File: config.mk
export PLATFORM = sky130hd
export DESIGN_NAME = pctd_out
export DESIGN_NICKNAME = d
export VERILOG_FILES = /design/src/pctd_pkg.sv /design/src/pctd_out.sv
export SDC_FILE = /design/constraint.sdc
export NUM_CORES = 1
export LEC_CHECK = 0
export ABC_AREA = 1
export BUFFER_PORTS_ARGS = -buffer_cell sky130_fd_sc_hd__buf_2
export CAP_MARGIN = 0
export CORE_AREA = 4 4 41 43
export DETAILED_ROUTE_END_ITERATION = 10
export DIE_AREA = 0 0 45 47
export GPL_TIMING_DRIVEN = 0
export HOLD_SLACK_MARGIN = 0.1
export PLACE_DENSITY = 0.62
export SKIP_LAST_GASP = 1
export SLEW_MARGIN = 10
export SYNTH_ARGS = -nofsm -noshare
export SYNTH_HDL_FRONTEND = slang
export SYNTH_SLANG_ARGS = --single-unit
File: constraint.sdc
create_clock -name aclk -period 4.35 [get_ports aclk]
set_clock_uncertainty 0.15 [all_clocks]
set_input_delay 1.0875 -clock aclk [delete_from_list [all_inputs] [get_ports aclk]]
set_output_delay 1.0875 -clock aclk [all_outputs]
set_load 0.02 [all_outputs]
File: src/pctd_pkg.sv
// Shared types and constants of the prefix code table decoder.
`timescale 1ns / 1ps

package pctd_pkg;

    // Input item kinds
    localparam logic [1:0] KIND_WRITE = 2'd0;
    localparam logic [1:0] KIND_CHAR  = 2'd1;
    localparam logic [1:0] KIND_END   = 2'd2;

    // Message byte codes
    localparam logic [7:0] SYM_ZERO     = 8'h67;  // 'g'
    localparam logic [7:0] SYM_ONE      = 8'h47;  // 'G'
    localparam logic [7:0] UNKNOWN_CHAR = 8'h3F;  // '?'

    localparam int ENTRY_LEN_W  = 4;
    localparam int ENTRY_CODE_W = 9;
    localparam int CHAR_W       = 8;

    typedef enum logic [1:0] {
        ST_CLEAR,
        ST_IDLE,
        ST_STEP,
        ST_CHECK
    } seq_state_t;

    typedef struct packed {
        logic [CHAR_W-1:0] out_char;
        logic              last;
    } result_t;

endpackage

File: src/pctd_out.sv
// Output register slice for result transfers.
`timescale 1ns / 1ps

module pctd_out (
    input  logic                        aclk,
    input  logic                        aresetn,
    input  logic                        push,
    input  pctd_pkg::result_t           push_data,
    output logic                        push_ready,
    output logic                        m_valid,
    input  logic                        m_ready,
    output logic [pctd_pkg::CHAR_W-1:0] m_out_char,
    output logic                        m_last
);

    logic              valid_reg;
    pctd_pkg::result_t data_reg;

    assign push_ready = !valid_reg || m_ready;

    always_ff @(posedge aclk) begin
        if (!aresetn) begin
            valid_reg <= 1'b0;
        end else if (push_ready) begin
            valid_reg <= push;
        end
    end

    always_ff @(posedge aclk) begin
        if (push_ready && push) begin
            data_reg <= push_data;
        end
    end

    assign m_valid    = valid_reg;
    assign m_out_char = data_reg.out_char;
    assign m_last     = data_reg.last;

endmodule

* After elaboration in Yosys (flattened, before gate mapping)
Cells that the tools add are included.
** Storage, ports and cells
- Output and inout port bits :: 11
- Register bits after elaboration :: 10
- Bits in latches :: 0
- Word-level logic and storage cells :: 6
- Memories kept :: 0
- Bits in writable memories :: 0
- Input bits :: 13
- Memory bits (read-only) :: 0
** Cells by class
- Shift operators :: 0
- Bitwise gates (word level) :: 0
- Reductions and logical operators :: 3
- Eq/ne operators :: 0
- Mux-type cells :: 0
- Add/subtract/negate cells :: 0
- Multiply operators :: 0
- Divide/modulo/power cells :: 0
- Magnitude comparators :: 0
** Operators by type and width (count)
- logical AND 1 bit :: 1
- logical NOT 1 bit :: 1
- logical OR 1 bit :: 1

* Logic depth before layout (Yosys ltp)
- Depth in word-level cells :: 3
- Gate-level depth with buffers :: 3
- Depth with buffers taken out :: 3

* Worst setup path before layout
OpenSTA, ideal clock, no wires.
- Path type :: input -> output
- From :: input m_ready
- To :: output push_ready
- Data arrival time :: 1.219 ns
- Stages :: 2
- Path buffers :: 0
- Path slack :: 1.893 ns
- Data required time :: 3.113 ns
- Cells stage by stage :: inv_2 > nand2_2
** Between the ends
- Word-level cells in the longest chain between the ends :: 1
** Ends and longest elaborated chain
- from (decl) :: line pctd_out.sv:11 : input logic m_ready,
- logical OR 1 bit :: line pctd_out.sv:19 : assign push_ready = !valid_reg || m_ready;
- to (decl) :: line pctd_out.sv:9 : output logic push_ready,
No other way between the ends.

* Worst setup path after layout
Same ends and word-level chain as after synthesis.

==> metrics.md <==
| Metric | Value |
|---|---|
| Outcome | `completed` |
| Vias | `approximately 220` |
| Fill cells | `132` |
| Asr flop ratio synth | `0%` |
| Worst r2r src | `m_valid$_SDFFE_PN0P_` |
| Fin. Hold Viols | `0` |
| Die X | `45 um` |
| GRT Util Overall | `6.27%` |
| Worst hold start | `m_valid$_SDFFE_PN0P_` |
| First-pass GRT wire length | `around 840 um` |
| CTS tree | `done` |
| Clk sinks | `10` |
| DR vias/cell | `3.83` |
| Syn Nets | `29` |
| Layout cells sized above 1 | `67.4%` |
| Max-Cap Viols | `0` |
| Non-filler cells, final | `58` |
| Area grow syn2layout | `49.8%` |
| Initial antenna violation count | `0` |
| First drt pass iteration count | `2` |
| Dominant cell type by area after synthesis | `edfxtp_1` |
| Final setup vio count | `0` |
| Dominant synthesized flop cell | `edfxtp_1` |
| Post-CTS resize count | `0` |
| Fin util | `about 37%` |
| Drt drc | `0` |
| Number of synthesis warnings | `0` |
| Setup TNS | `0 ns` |
| Worst-Margin Slew | `approximately 0.85 ns` |
| Final min period | `between 2 and 3 ns` |
| Rel. slew slack | `between 40% and 50%` |
| Largest cells by area after synthesis | `edfxtp_1 (84%), dfxtp_1 (6.2%), a21oi_2 (2.7%), inv_1 (2.3%), nand2_2 (1.9%)` |
| Most frequent cell after synthesis | `edfxtp_1` |
| GRT overflow | `0` |
| CP Launch Type | `primary input` |
| Net count, final | `57` |
| Hold Crit Class | `flip-flop to flip-flop` |
| Lkg Pwr | `0.220 nW` |
| Core Area | `1300 sq um` |
| CTS H-tree depth | `1` |
| CP Max Fanout | `2` |
| Final worst path period share | `61.7%` |
| Post-route ant nets | `0` |
| Setup CP Type | `primary input to output port` |
| PwrDens | `410 nW/um^2` |
| Slew Viols, Final | `0` |
| CTS Buf Count | `3` |
| Synth unique cells | `7` |
| Routed len/inst | `roughly 11 um` |
| EDFF count, synth | `9` |
| Row count | `13` |
| Placer Congestion | `between 0.6 and 0.7` |
| Fmax | `0.373 GHz` |
| Later-pin clock latency in the skew report | `0.24 ns` |
| Post-synth top area share | `84.0%` |
| Clk buf depth | `2` |
| Post-CTS Hold Buffers | `0` |
| WP data arrival | `1.45 ns` |
| Ant diodes | `0` |
| Synthesized flop and latch total | `10` |
| Buffers added on ports | `23` |
| Post-Place Cells | `54` |
| CP Capture Type | `output port` |
| Mapped cell area | `roughly 320 sq um` |
| Top cells by count, synth | `edfxtp_1 (9), inv_1 (2)` |
| # IOs | `24` |
| Starting density of the core | `24.7%` |
| Detailed-route wire length | `628 um` |
| Clk root buf | `clkbuf_4` |
| Worst EP required | `a little over 3 ns` |
| Post-CTS Setup Bufs | `0` |
| Largest net degree at the start of global routing | `10` |
| Synth Area per Inst | `20.1 sq um` |
| Die Span Y | `47 um` |
| Register area share after synthesis | `90.3%` |
| 1st-iter DRT viols | `3` |
| Gate Count Post-Synth | `16` |
| Die area | `~2100 sq um` |
| Vias in the first global route | `just over 200` |
| Max VDD drop | `between 150 and 200 uV` |
| Overall power | `0.000197 W` |
| Detailed-placement wirelength estimate | `542 um` |
| RSZ-0062 raised after global routing | `false` |
| CTS clk-pin slew, worst paths | `about 0.050 ns` |
| Crit path from | `m_ready` |
[critical path, stage by stage]
cell and delay, ns:
buf_2 0.10, inv_2 0.05, nand2_2 0.05, buf_2 0.16
[area by class of cell]
| class | instances | area, sq um | share of cell area [%] |
|---|---|---|---|
| repair buffers | 23 | 115 | 23.9 |
| clock buffers | 4 | 26.3 | 5.45 |
| well taps | 15 | 18.8 | 3.90 |
| inverters | 3 | 11.3 | 2.34 |
| flip-flops and latches | 10 | 290 | 60.3 |
| multi-input cells | 3 | 20.0 | 4.16 |
[cells in the final DEF, fill, tap and decap left out]
cell,Yosys,layout
dfxtp_1,1,1
buf_2,0,23
a21oi_1,1,1
clkbuf_1,0,1
edfxtp_1,9,9
clkbuf_4,0,3
inv_2,1,1
a21oi_2,1,1
nand2_2,1,1
inv_1,2,2
[cells by family after synthesis]
family,Yosys count,share of synthesized area (%)
AOI/OAI and AO/OA,2,4.28
and+or+nand+nor,1,1.95
DFF,10,90.3
buffers and inverters,3,3.50
[metal layers]
metal	track usage, %	vias up	wire (um)
li1	-	112	-
met1	5.97	95	235
met4	3.51	0	0
met3	4.21	0	85
met2	10.2	15	307
met5	0	-	0
[sequential cells by signal, indices dropped and copies added (netlist names)]
signal      cells
m_out_char      8
m_last          1
m_valid         1
[worst paths after layout]
| kind | end | slack (ns) | depth (start not counted) |
|---|---|---|---|
| max | push_ready | 1.67 | 4 |
| min | m_valid$_SDFFE_PN0P_ | 0.35 | 2 |
| max reg2reg | m_out_char[2]$_DFFE_PP_ | 2.81 | 1 |
| min reg2reg | m_valid$_SDFFE_PN0P_ | 0.35 | 2 |
[report_power, final]
group	internal [W]	switching [W]	total, W
combinational	0.00000841	0.0000141	0.0000225
clock	0.0000352	0.0000268	0.0000620
sequential	0.000111	0.00000152	0.000113
total	0.000155	0.0000424	0.000197
[through the flow]
| stage | hold slack (ns) | instance area, sq um | setup slack (ns) |
|---|---|---|---|
| after global routing | 0.358 | 482 | 1.65 |
| after CTS | 0.346 | 482 | 1.67 |
| final | 0.346 | 482 | 1.67 |
| after detailed placement | 0.333 | 455 | 1.67 |
| after floorplan | 0.494 | 322 | 1.89 |
| after global placement | 0.330 | 455 | 1.67 |
Power figures use the tool's default switching activity.
