**config.mk**
```make
export PLATFORM = sky130hd
export DESIGN_NAME = pctd_seq
export DESIGN_NICKNAME = d
export VERILOG_FILES = /design/src/pctd_pkg.sv /design/src/pctd_seq.sv
export SDC_FILE = /design/constraint.sdc
export NUM_CORES = 1
export LEC_CHECK = 0
export BUFFER_PORTS_ARGS = -buffer_cell sky130_fd_sc_hd__buf_4
export CAP_MARGIN = 20
export CORE_MARGIN = 2
export CORE_UTILIZATION = 39
export DETAILED_ROUTE_END_ITERATION = 10
export SETUP_SLACK_MARGIN = 0.3
export SYNTH_ARGS = -nofsm -noshare
export SYNTH_HDL_FRONTEND = slang
export SYNTH_SLANG_ARGS = --single-unit
export TNS_END_PERCENT = 50
```
**constraint.sdc**
```tcl
create_clock -name aclk -period 4.7 [get_ports aclk]
set_input_delay 0.94 -clock aclk [delete_from_list [all_inputs] [get_ports aclk]]
set_output_delay 0.94 -clock aclk [all_outputs]
set_load 0.01 [all_outputs]
```
**src/pctd_pkg.sv**
```systemverilog
// Shared types and constants of the prefix code table decoder.
`timescale 1ns / 1ps

package pctd_pkg;

    // Input item kinds
    localparam logic [1:0] KIND_WRITE = 2'd0;
    localparam logic [1:0] KIND_CHAR  = 2'd1;
    localparam logic [1:0] KIND_END   = 2'd2;

    // Message byte codes
    localparam logic [7:0] SYM_ZERO     = 8'h67;  // 'g'
    localparam logic [7:0] SYM_ONE      = 8'h47;  // 'G'
    localparam logic [7:0] UNKNOWN_CHAR = 8'h3F;  // '?'

    localparam int ENTRY_LEN_W  = 4;
    localparam int ENTRY_CODE_W = 9;
    localparam int CHAR_W       = 8;

    typedef enum logic [1:0] {
        ST_CLEAR,
        ST_IDLE,
        ST_STEP,
        ST_CHECK
    } seq_state_t;

    typedef struct packed {
        logic [CHAR_W-1:0] out_char;
        logic              last;
    } result_t;

endpackage

```
**src/pctd_seq.sv**
```systemverilog
// Sequencer: held symbols, table lookups, unknown-code rescans, result staging.
`timescale 1ns / 1ps

module pctd_seq #(
    parameter int CODE_LEN_LIMIT = 10
) (
    input  logic                                aclk,
    input  logic                                aresetn,
    input  logic                                s_valid,
    output logic                                s_ready,
    input  logic [1:0]                          s_kind,
    input  logic [pctd_pkg::ENTRY_LEN_W-1:0]    s_entry_length,
    input  logic [pctd_pkg::ENTRY_CODE_W-1:0]   s_entry_code,
    input  logic [pctd_pkg::CHAR_W-1:0]         s_entry_value,
    input  logic [pctd_pkg::CHAR_W-1:0]         s_message_char,
    input  logic                                table_busy,
    output logic                                wr_en,
    output logic [CODE_LEN_LIMIT-1:0]           wr_addr,
    output logic [pctd_pkg::CHAR_W-1:0]         wr_data,
    output logic                                rd_en,
    output logic [CODE_LEN_LIMIT-1:0]           rd_addr,
    input  logic [pctd_pkg::CHAR_W-1:0]         rd_data,
    output logic                                push,
    output pctd_pkg::result_t                   push_data,
    input  logic                                push_ready
);

    localparam int ADDR_W  = CODE_LEN_LIMIT;
    localparam int MAX_LEN = CODE_LEN_LIMIT - 1;
    localparam int HB_W    = MAX_LEN;
    localparam int CNT_W   = $clog2(CODE_LEN_LIMIT);

    // Table index of the first n held symbols
    function automatic logic [ADDR_W-1:0] prefix_index(input logic [HB_W-1:0] bits,
                                                      input logic [CNT_W-1:0] n);
        logic [ADDR_W-1:0] idx;
        idx = '0;
        for (int i = 0; i < HB_W; i++) begin
            idx[i] = (i < int'(n)) ? bits[i] : 1'b0;
        end
        idx = idx | (ADDR_W'(1) << n);
        return idx;
    endfunction

    pctd_pkg::seq_state_t        state_reg, state_next;
    logic [HB_W-1:0]             cbits_reg, cbits_next;
    logic [CNT_W-1:0]            ccount_reg, ccount_next;
    logic [CNT_W-1:0]            hcount_reg, hcount_next;
    logic                        push_mode_reg, push_mode_next;
    logic                        char_pend_reg, char_pend_next;
    logic [pctd_pkg::CHAR_W-1:0] char_reg, char_next;
    logic                        stage_valid_reg, stage_valid_next;
    logic [pctd_pkg::CHAR_W-1:0] stage_char_reg, stage_char_next;

    logic                        emit_req;
    logic [pctd_pkg::CHAR_W-1:0] emit_char;
    logic                        emit_ok;
    logic                        sym_bit;
    logic [HB_W-1:0]             new_bits;
    logic                        wr_ok;
    logic                        resolve;
    logic [31:0]                 wr_index;

    assign emit_ok = !stage_valid_reg || push_ready;
    assign sym_bit = (s_message_char == pctd_pkg::SYM_ONE);
    assign new_bits = cbits_reg | (HB_W'(sym_bit) << ccount_reg);
    assign wr_ok = (s_entry_length != '0)
                && (32'(s_entry_length) <= MAX_LEN)
                && ((s_entry_code >> s_entry_length) == '0);
    assign wr_index = (32'd1 << s_entry_length) | 32'(s_entry_code);
    assign resolve = (ccount_reg >= CNT_W'(MAX_LEN))
                  || (!push_mode_reg && ccount_reg != '0);

    always_ff @(posedge aclk) begin
        if (!aresetn) begin
            state_reg       <= pctd_pkg::ST_CLEAR;
            cbits_reg       <= '0;
            ccount_reg      <= '0;
            hcount_reg      <= '0;
            push_mode_reg   <= 1'b0;
            char_pend_reg   <= 1'b0;
            stage_valid_reg <= 1'b0;
        end else begin
            state_reg       <= state_next;
            cbits_reg       <= cbits_next;
            ccount_reg      <= ccount_next;
            hcount_reg      <= hcount_next;
            push_mode_reg   <= push_mode_next;
            char_pend_reg   <= char_pend_next;
            stage_valid_reg <= stage_valid_next;
        end
    end

    always_ff @(posedge aclk) begin
        char_reg       <= char_next;
        stage_char_reg <= stage_char_next;
    end

    always_comb begin
        state_next       = state_reg;
        cbits_next       = cbits_reg;
        ccount_next      = ccount_reg;
        hcount_next      = hcount_reg;
        push_mode_next   = push_mode_reg;
        char_pend_next   = char_pend_reg;
        char_next        = char_reg;
        stage_valid_next = stage_valid_reg;
        stage_char_next  = stage_char_reg;
        s_ready          = 1'b0;
        wr_en            = 1'b0;
        wr_addr          = ADDR_W'(wr_index);
        wr_data          = s_entry_value;
        rd_en            = 1'b0;
        rd_addr          = prefix_index(cbits_reg, hcount_reg + 1'b1);
        push             = 1'b0;
        push_data        = '{out_char: stage_char_reg, last: 1'b0};
        emit_req         = 1'b0;
        emit_char        = rd_data;

        unique case (state_reg)
            pctd_pkg::ST_CLEAR: begin
                if (!table_busy) begin
                    state_next = pctd_pkg::ST_IDLE;
                end
            end

            pctd_pkg::ST_IDLE: begin
                s_ready = 1'b1;
                if (s_valid) begin
                    unique case (s_kind)
                        pctd_pkg::KIND_WRITE: begin
                            wr_en = wr_ok;
                        end
                        pctd_pkg::KIND_CHAR: begin
                            if (s_message_char == pctd_pkg::SYM_ZERO
                                || s_message_char == pctd_pkg::SYM_ONE) begin
                                // Append the symbol and look up the grown prefix at once
                                cbits_next     = new_bits;
                                ccount_next    = ccount_reg + 1'b1;
                                hcount_next    = ccount_reg + 1'b1;
                                rd_en          = 1'b1;
                                rd_addr        = prefix_index(new_bits, ccount_reg + 1'b1);
                                push_mode_next = 1'b1;
                                char_pend_next = 1'b0;
                                state_next     = pctd_pkg::ST_CHECK;
                            end else begin
                                push_mode_next = 1'b0;
                                char_pend_next = 1'b1;
                                char_next      = s_message_char;
                                state_next     = pctd_pkg::ST_STEP;
                            end
                        end
                        pctd_pkg::KIND_END: begin
                            push_mode_next = 1'b0;
                            char_pend_next = 1'b0;
                            state_next     = pctd_pkg::ST_STEP;
                        end
                        default: begin
                        end
                    endcase
                end
            end

            pctd_pkg::ST_STEP: begin
                if (hcount_reg < ccount_reg) begin
                    // Feed the next pending symbol
                    rd_en       = 1'b1;
                    hcount_next = hcount_reg + 1'b1;
                    state_next  = pctd_pkg::ST_CHECK;
                end else if (resolve) begin
                    // Unknown run: emit '?', drop the first symbol, rescan the rest
                    emit_req  = 1'b1;
                    emit_char = pctd_pkg::UNKNOWN_CHAR;
                    if (emit_ok) begin
                        cbits_next  = cbits_reg >> 1;
                        ccount_next = ccount_reg - 1'b1;
                        hcount_next = '0;
                    end
                end else if (char_pend_reg) begin
                    emit_req  = 1'b1;
                    emit_char = char_reg;
                    if (emit_ok) begin
                        char_pend_next = 1'b0;
                    end
                end else if (stage_valid_reg) begin
                    // Release the final result of the item
                    push_data.last = 1'b1;
                    if (push_ready) begin
                        push             = 1'b1;
                        stage_valid_next = 1'b0;
                        state_next       = pctd_pkg::ST_IDLE;
                    end
                end else begin
                    state_next = pctd_pkg::ST_IDLE;
                end
            end

            pctd_pkg::ST_CHECK: begin
                if (rd_data != '0) begin
                    emit_req  = 1'b1;
                    emit_char = rd_data;
                    if (emit_ok) begin
                        cbits_next  = cbits_reg >> hcount_reg;
                        ccount_next = ccount_reg - hcount_reg;
                        hcount_next = '0;
                        state_next  = pctd_pkg::ST_STEP;
                    end
                end else if ((hcount_reg < ccount_reg) || resolve || char_pend_reg
                             || stage_valid_reg) begin
                    state_next = pctd_pkg::ST_STEP;
                end else begin
                    state_next = pctd_pkg::ST_IDLE;
                end
            end

            default: begin
                state_next = pctd_pkg::ST_CLEAR;
            end
        endcase

        // Stage the new result; the older one leaves as not last
        if (emit_req && emit_ok) begin
            push             = stage_valid_reg;
            push_data.last   = 1'b0;
            stage_valid_next = 1'b1;
            stage_char_next  = emit_char;
        end
    end

endmodule

```
# Word-level counts from Yosys, hierarchy flattened
# Cells that the tools add are included.
# totals
ff_bits,38
inputBits,44
output_inout_bits,41
# classes
n_addsub,4
order_cmp,21
n_eq_ne,26
shifts,6
mux,105
bitwise_logic,5
n_reduce_logical,29
# op_table
operator,n
2-to-1 mux 9 bit,8
2-to-1 mux 1 bit,57
2-to-1 mux 4 bit,12
2-to-1 mux 10 bit,4
< comparator 3 x 4 -> 1 bit (first input constant),8
2-to-1 mux 8 bit,4
<< shifter 1 x 4 -> 10 bit (first input constant),3
case mux 9 bit (3 select lines),1
case mux 4 bit (3 select lines),2
2-to-1 mux 2 bit,10
inequality test 2 bit (second input constant),10
OR 9 x 10 -> 10 bit,2
right shift 9 x 4 -> 9 bit,2
equality test 8 x 7 -> 1 bit (second input constant),2
< comparator 1 x 4 -> 1 bit (first input constant),4
< comparator 2 x 4 -> 1 bit (first input constant),4
inequality test 3 bit (second input constant),4
OR 10 x 9 -> 10 bit,1
case mux 1 bit (2 select lines),5
logical NOT 9 bit,1
OR 9 bit,1
AND reduction 9 bit,1
<< shifter 1 x 4 -> 9 bit,1
adder 4 x 1 -> 4 bit (second input constant),2
27 further kinds,47

# Logic depth before layout (Yosys ltp)
# logic_depth
word_depth,9
mapped_depth,11

# Worst setup path before layout
# No wires, ideal clock.
# synth_timing
path_type,input -> output
start,in s_message_char[3] (netlist bit)
end,out rd_addr[7]
arrival_ns,2.387
slack_ns,1.373
path_stages,6
cell_sequence,and3b_1 > clkbuf_1 > nand2_2 > or4_1 > a21boi_0 > o21ai_0
# synth_via
elab_chain_len,9
# synth_lines
element,line,source
start: declaration,pctd_seq.sv:15,"input logic [pctd_pkg::CHAR_W-1:0] s_message_char,"
equality test 8 x 7 -> 1 bit,"pctd_seq.sv:65, pctd_seq.sv:136",
<< shifter 1 x 4 -> 9 bit,pctd_seq.sv:66,assign new_bits = cbits_reg | (HB_W'(sym_bit) << ccount_reg);
OR 9 bit,pctd_seq.sv:66,
2-to-1 mux 1 bit,pctd_seq.sv:39,idx[i] = (i < int'(n)) ? bits[i] : 1'b0;
OR 9 x 10 -> 10 bit,pctd_seq.sv:41,idx = idx | (ADDR_W'(1) << n);
2-to-1 mux 10 bit *,pctd_seq.sv:135,if (s_message_char == pctd_pkg::SYM_ZERO
2-to-1 mux 10 bit *,pctd_seq.sv:130,unique case (s_kind)
2-to-1 mux 10 bit *,pctd_seq.sv:129,if (s_valid) begin
2-to-1 mux 10 bit *,pctd_seq.sv:120,unique case (state_reg)
end: declaration,pctd_seq.sv:21,"output logic [CODE_LEN_LIMIT-1:0] rd_addr,"
# Every way passes the cells marked *; elsewhere a longest branch is shown, timed or not.

==> run metrics <==
Slew Limit Fails 0; Num CTS Buffers 5; mean post-synth cell area 8.43 um2; Worst Tran Pin Value 0.959 ns; final setup TNS 0 ns; maximum vdd ir drop 0.160 mV; H-tree levels 2; RSZ-0062 raised after global routing no; WL per Instance 20.2 um; Post-Syn Area 3680 um2; final hold violations 0; crit path capture type output pin; startpoint type of the worst setup path register; CTS Hold Bufs 0; post-route minimum period 3.85 ns; DR vias 3812; largest net degree at the start of global routing 28; DRC 0; outcome finished, final reports clean; CP max FO 14; I/O Buffers 68; Max Cap Viol 0; Rows 35; Post-CTS Repair Setup Buffers 0; R2R depth 7; Worst Hold Slack 0.538 ns; gpl congestion 0.974; initial antenna violation count 0; cell area power density 455 nW/um2; CTS tree done; CTS max path bufs 2; Final Cycle Share 82.0%; Largest register FFs 9; diode count 0; Crit Path Category reg -> out; first-pass GRT wire length 19500 um; core footprint 9200 um2; total track usage 24.1%; Routed Antenna Nets 0; Skew-Pair Late Insertion Delay 0.30 ns; Max transition margin 36.0%; number of flops mapped to enable cells by yosys 16; Mapped Nets 508; vias in the first global route 3670; share of cells above drive strength 1 22.7%; Crit path required time 3.76 ns; Layout Nets 555; routed vias/inst 6.41; DP Cell Count 587; post-DP HPWL 8960 um; asr flop ratio synth 0%; Lkg Pwr 1.64 nW; post-CTS resize count 0; Max Clock Skew 0.00941 ns; die height 101 um; Root Driver clkbuf_8; final setup violation count 0; distinct cell type count after synthesis 71; TritonRoute pass-1 iters 5; clock sink total 38; Final Core Density 46.9%; Peak Freq 0.260 GHz; Post-Syn Instances 436; R2R setup slack 1.24 ns; Area Overhead vs Synth 17.3%; hold crit path type reg -> reg; Synth Warn # 0; CP cell instances inv_1, fa_1, a211oi_1, o31ai_4, nor3_1, buf_4; detailed router's first-iteration violation count 329; Hold Crit Depth 1; Worst Path Arrival 2.91 ns; ys flop type dfxtp_1; I/O pins 85; Synth Register Bits 38; CP max-delay cell dfxtp_1; Die X 101 um; crit-path max cell delay 0.73 ns; die area 10200 um2; non-filler cells, final 595; Worst-path clk slew 0.09 ns; GRT overflow 0; final wirelength 12000 um; # fillers 920; Starting Density 40.0%; Seq/Total Area, Yosys 25.1%
## stage by stage
stage / power [mW] / area (um2) / worst slack, ns
floorplan: 1.27 / 3680 / 1.37
CTS: 1.94 / 4310 / 0.863
detailed placement: 1.59 / 4170 / 1.12
global placement: 1.59 / 4170 / 1.12
finish: 1.96 / 4310 / 0.848
global route: 2.10 / 4310 / 0.639
## placed cells by master (no fill, tap or decap), drive strengths merged, types with 12 or more instances in the layout
cell type,count
a211oi,12
buf,70
inv,27
a21oi,35
nand2,24
ha,27
nand3,19
o21ai,23
dfxtp,22
nor2,25
edfxtp,16
nor3,14
## layout make-up
class | count | area, um2 | share of cell area (%)
multi-input combinational | 340 | 2480 | 57.6
sequential | 38 | 921 | 21.4
timing repair buffer | 70 | 526 | 12.2
tap | 111 | 139 | 3.22
inverter | 28 | 105 | 2.44
clock buffer | 5 | 68.8 | 1.60
clock inverter | 3 | 68.8 | 1.60
## layer usage
metal  up-vias  part of all wire [%]  GRT usage (%)
li1       1782                     -              -
met1      1798                    43           32.6
met2       201                    46           38.5
met3        31                   7.2           3.74
met4         0                   3.5           9.36
met5         -                     0              0
## synthesized netlist by cell type (3+ instances only)
| cell | count | share of area, % |
|---|---|---|
| buf_2 | 4 | 0.54 |
| a22o_1 | 4 | 0.95 |
| clkbuf_1 | 15 | 1.5 |
| and3_1 | 4 | 0.68 |
| a311oi_1 | 8 | 1.9 |
| or4_4 | 3 | 0.92 |
| xnor2_1 | 5 | 1.2 |
| o21ai_0 | 22 | 3.0 |
| o211ai_1 | 4 | 0.82 |
| buf_4 | 8 | 1.6 |
| nor4_1 | 3 | 0.51 |
| nand3_1 | 19 | 2.6 |
| ha_1 | 27 | 9.2 |
| or2_2 | 4 | 0.68 |
| a21boi_0 | 3 | 0.61 |
| a22oi_1 | 6 | 1.2 |
| edfxtp_1 | 16 | 13 |
| mux2_2 | 3 | 0.92 |
| inv_1 | 27 | 2.8 |
| o22a_1 | 6 | 1.4 |
| o31ai_1 | 4 | 0.82 |
| dfxtp_1 | 22 | 12 |
| a211oi_1 | 11 | 2.2 |
| mux2i_1 | 3 | 0.82 |
| nand2b_1 | 3 | 0.51 |
| a221oi_1 | 6 | 1.4 |
| mux4_2 | 6 | 3.7 |
| o22ai_1 | 7 | 1.2 |
| a21oi_1 | 34 | 4.6 |
| nand2_1 | 23 | 2.3 |
| nor2b_1 | 9 | 1.5 |
| a21o_1 | 6 | 1.2 |
| nor3b_1 | 3 | 0.61 |
| nand4_1 | 8 | 1.4 |
| a31oi_1 | 10 | 1.7 |
| nor2_1 | 25 | 2.6 |
| a211o_1 | 4 | 0.95 |
| nor3_1 | 14 | 1.9 |
| o32ai_1 | 4 | 0.95 |
| a31o_2 | 4 | 0.95 |
## kinds of logic (layout without fill, tap and decap cells)
kind of cell	Yosys count	in the layout	synth area share, %
AO/OA/AOI/OAI	162	162	31.5
XOR/XNOR	5	5	1.19
adder cells (fa/ha/maj)	28	28	9.73
buffers and inverters	58	106	7.39
flip-flops	38	38	25.1
multiplexers	12	12	5.41
AND/OR/NAND/NOR	133	133	19.7
## worst max-delay path, delay by kind of cell (launching register included)
kind                     cells  cell delay, ns
AO/OA/AOI/OAI                2            0.62
adder cells (fa/ha/maj)      1            0.54
AND/OR/NAND/NOR              1            0.22
flip-flops                   1            0.73
buffers and inverters        2            0.51
## report_power, final
part | switching, mW | internal, mW | leakage [nW]
Sequential | 0.124 | 0.411 | 0.324
Clock | 0.136 | 0.213 | 0.0683
Combinational | 0.647 | 0.429 | 1.25
Total | 0.908 | 1.05 | 1.64
## final timing paths
kind,from,endpoint
hold / removal,char_reg[1],stage_char_reg[1]
setup / recovery,hcount_reg[1],push_data[0]
hold reg to reg,char_reg[1],stage_char_reg[1]
setup reg to reg,hcount_reg[1],cbits_reg[6]
(Power assumes the default switching activity.)
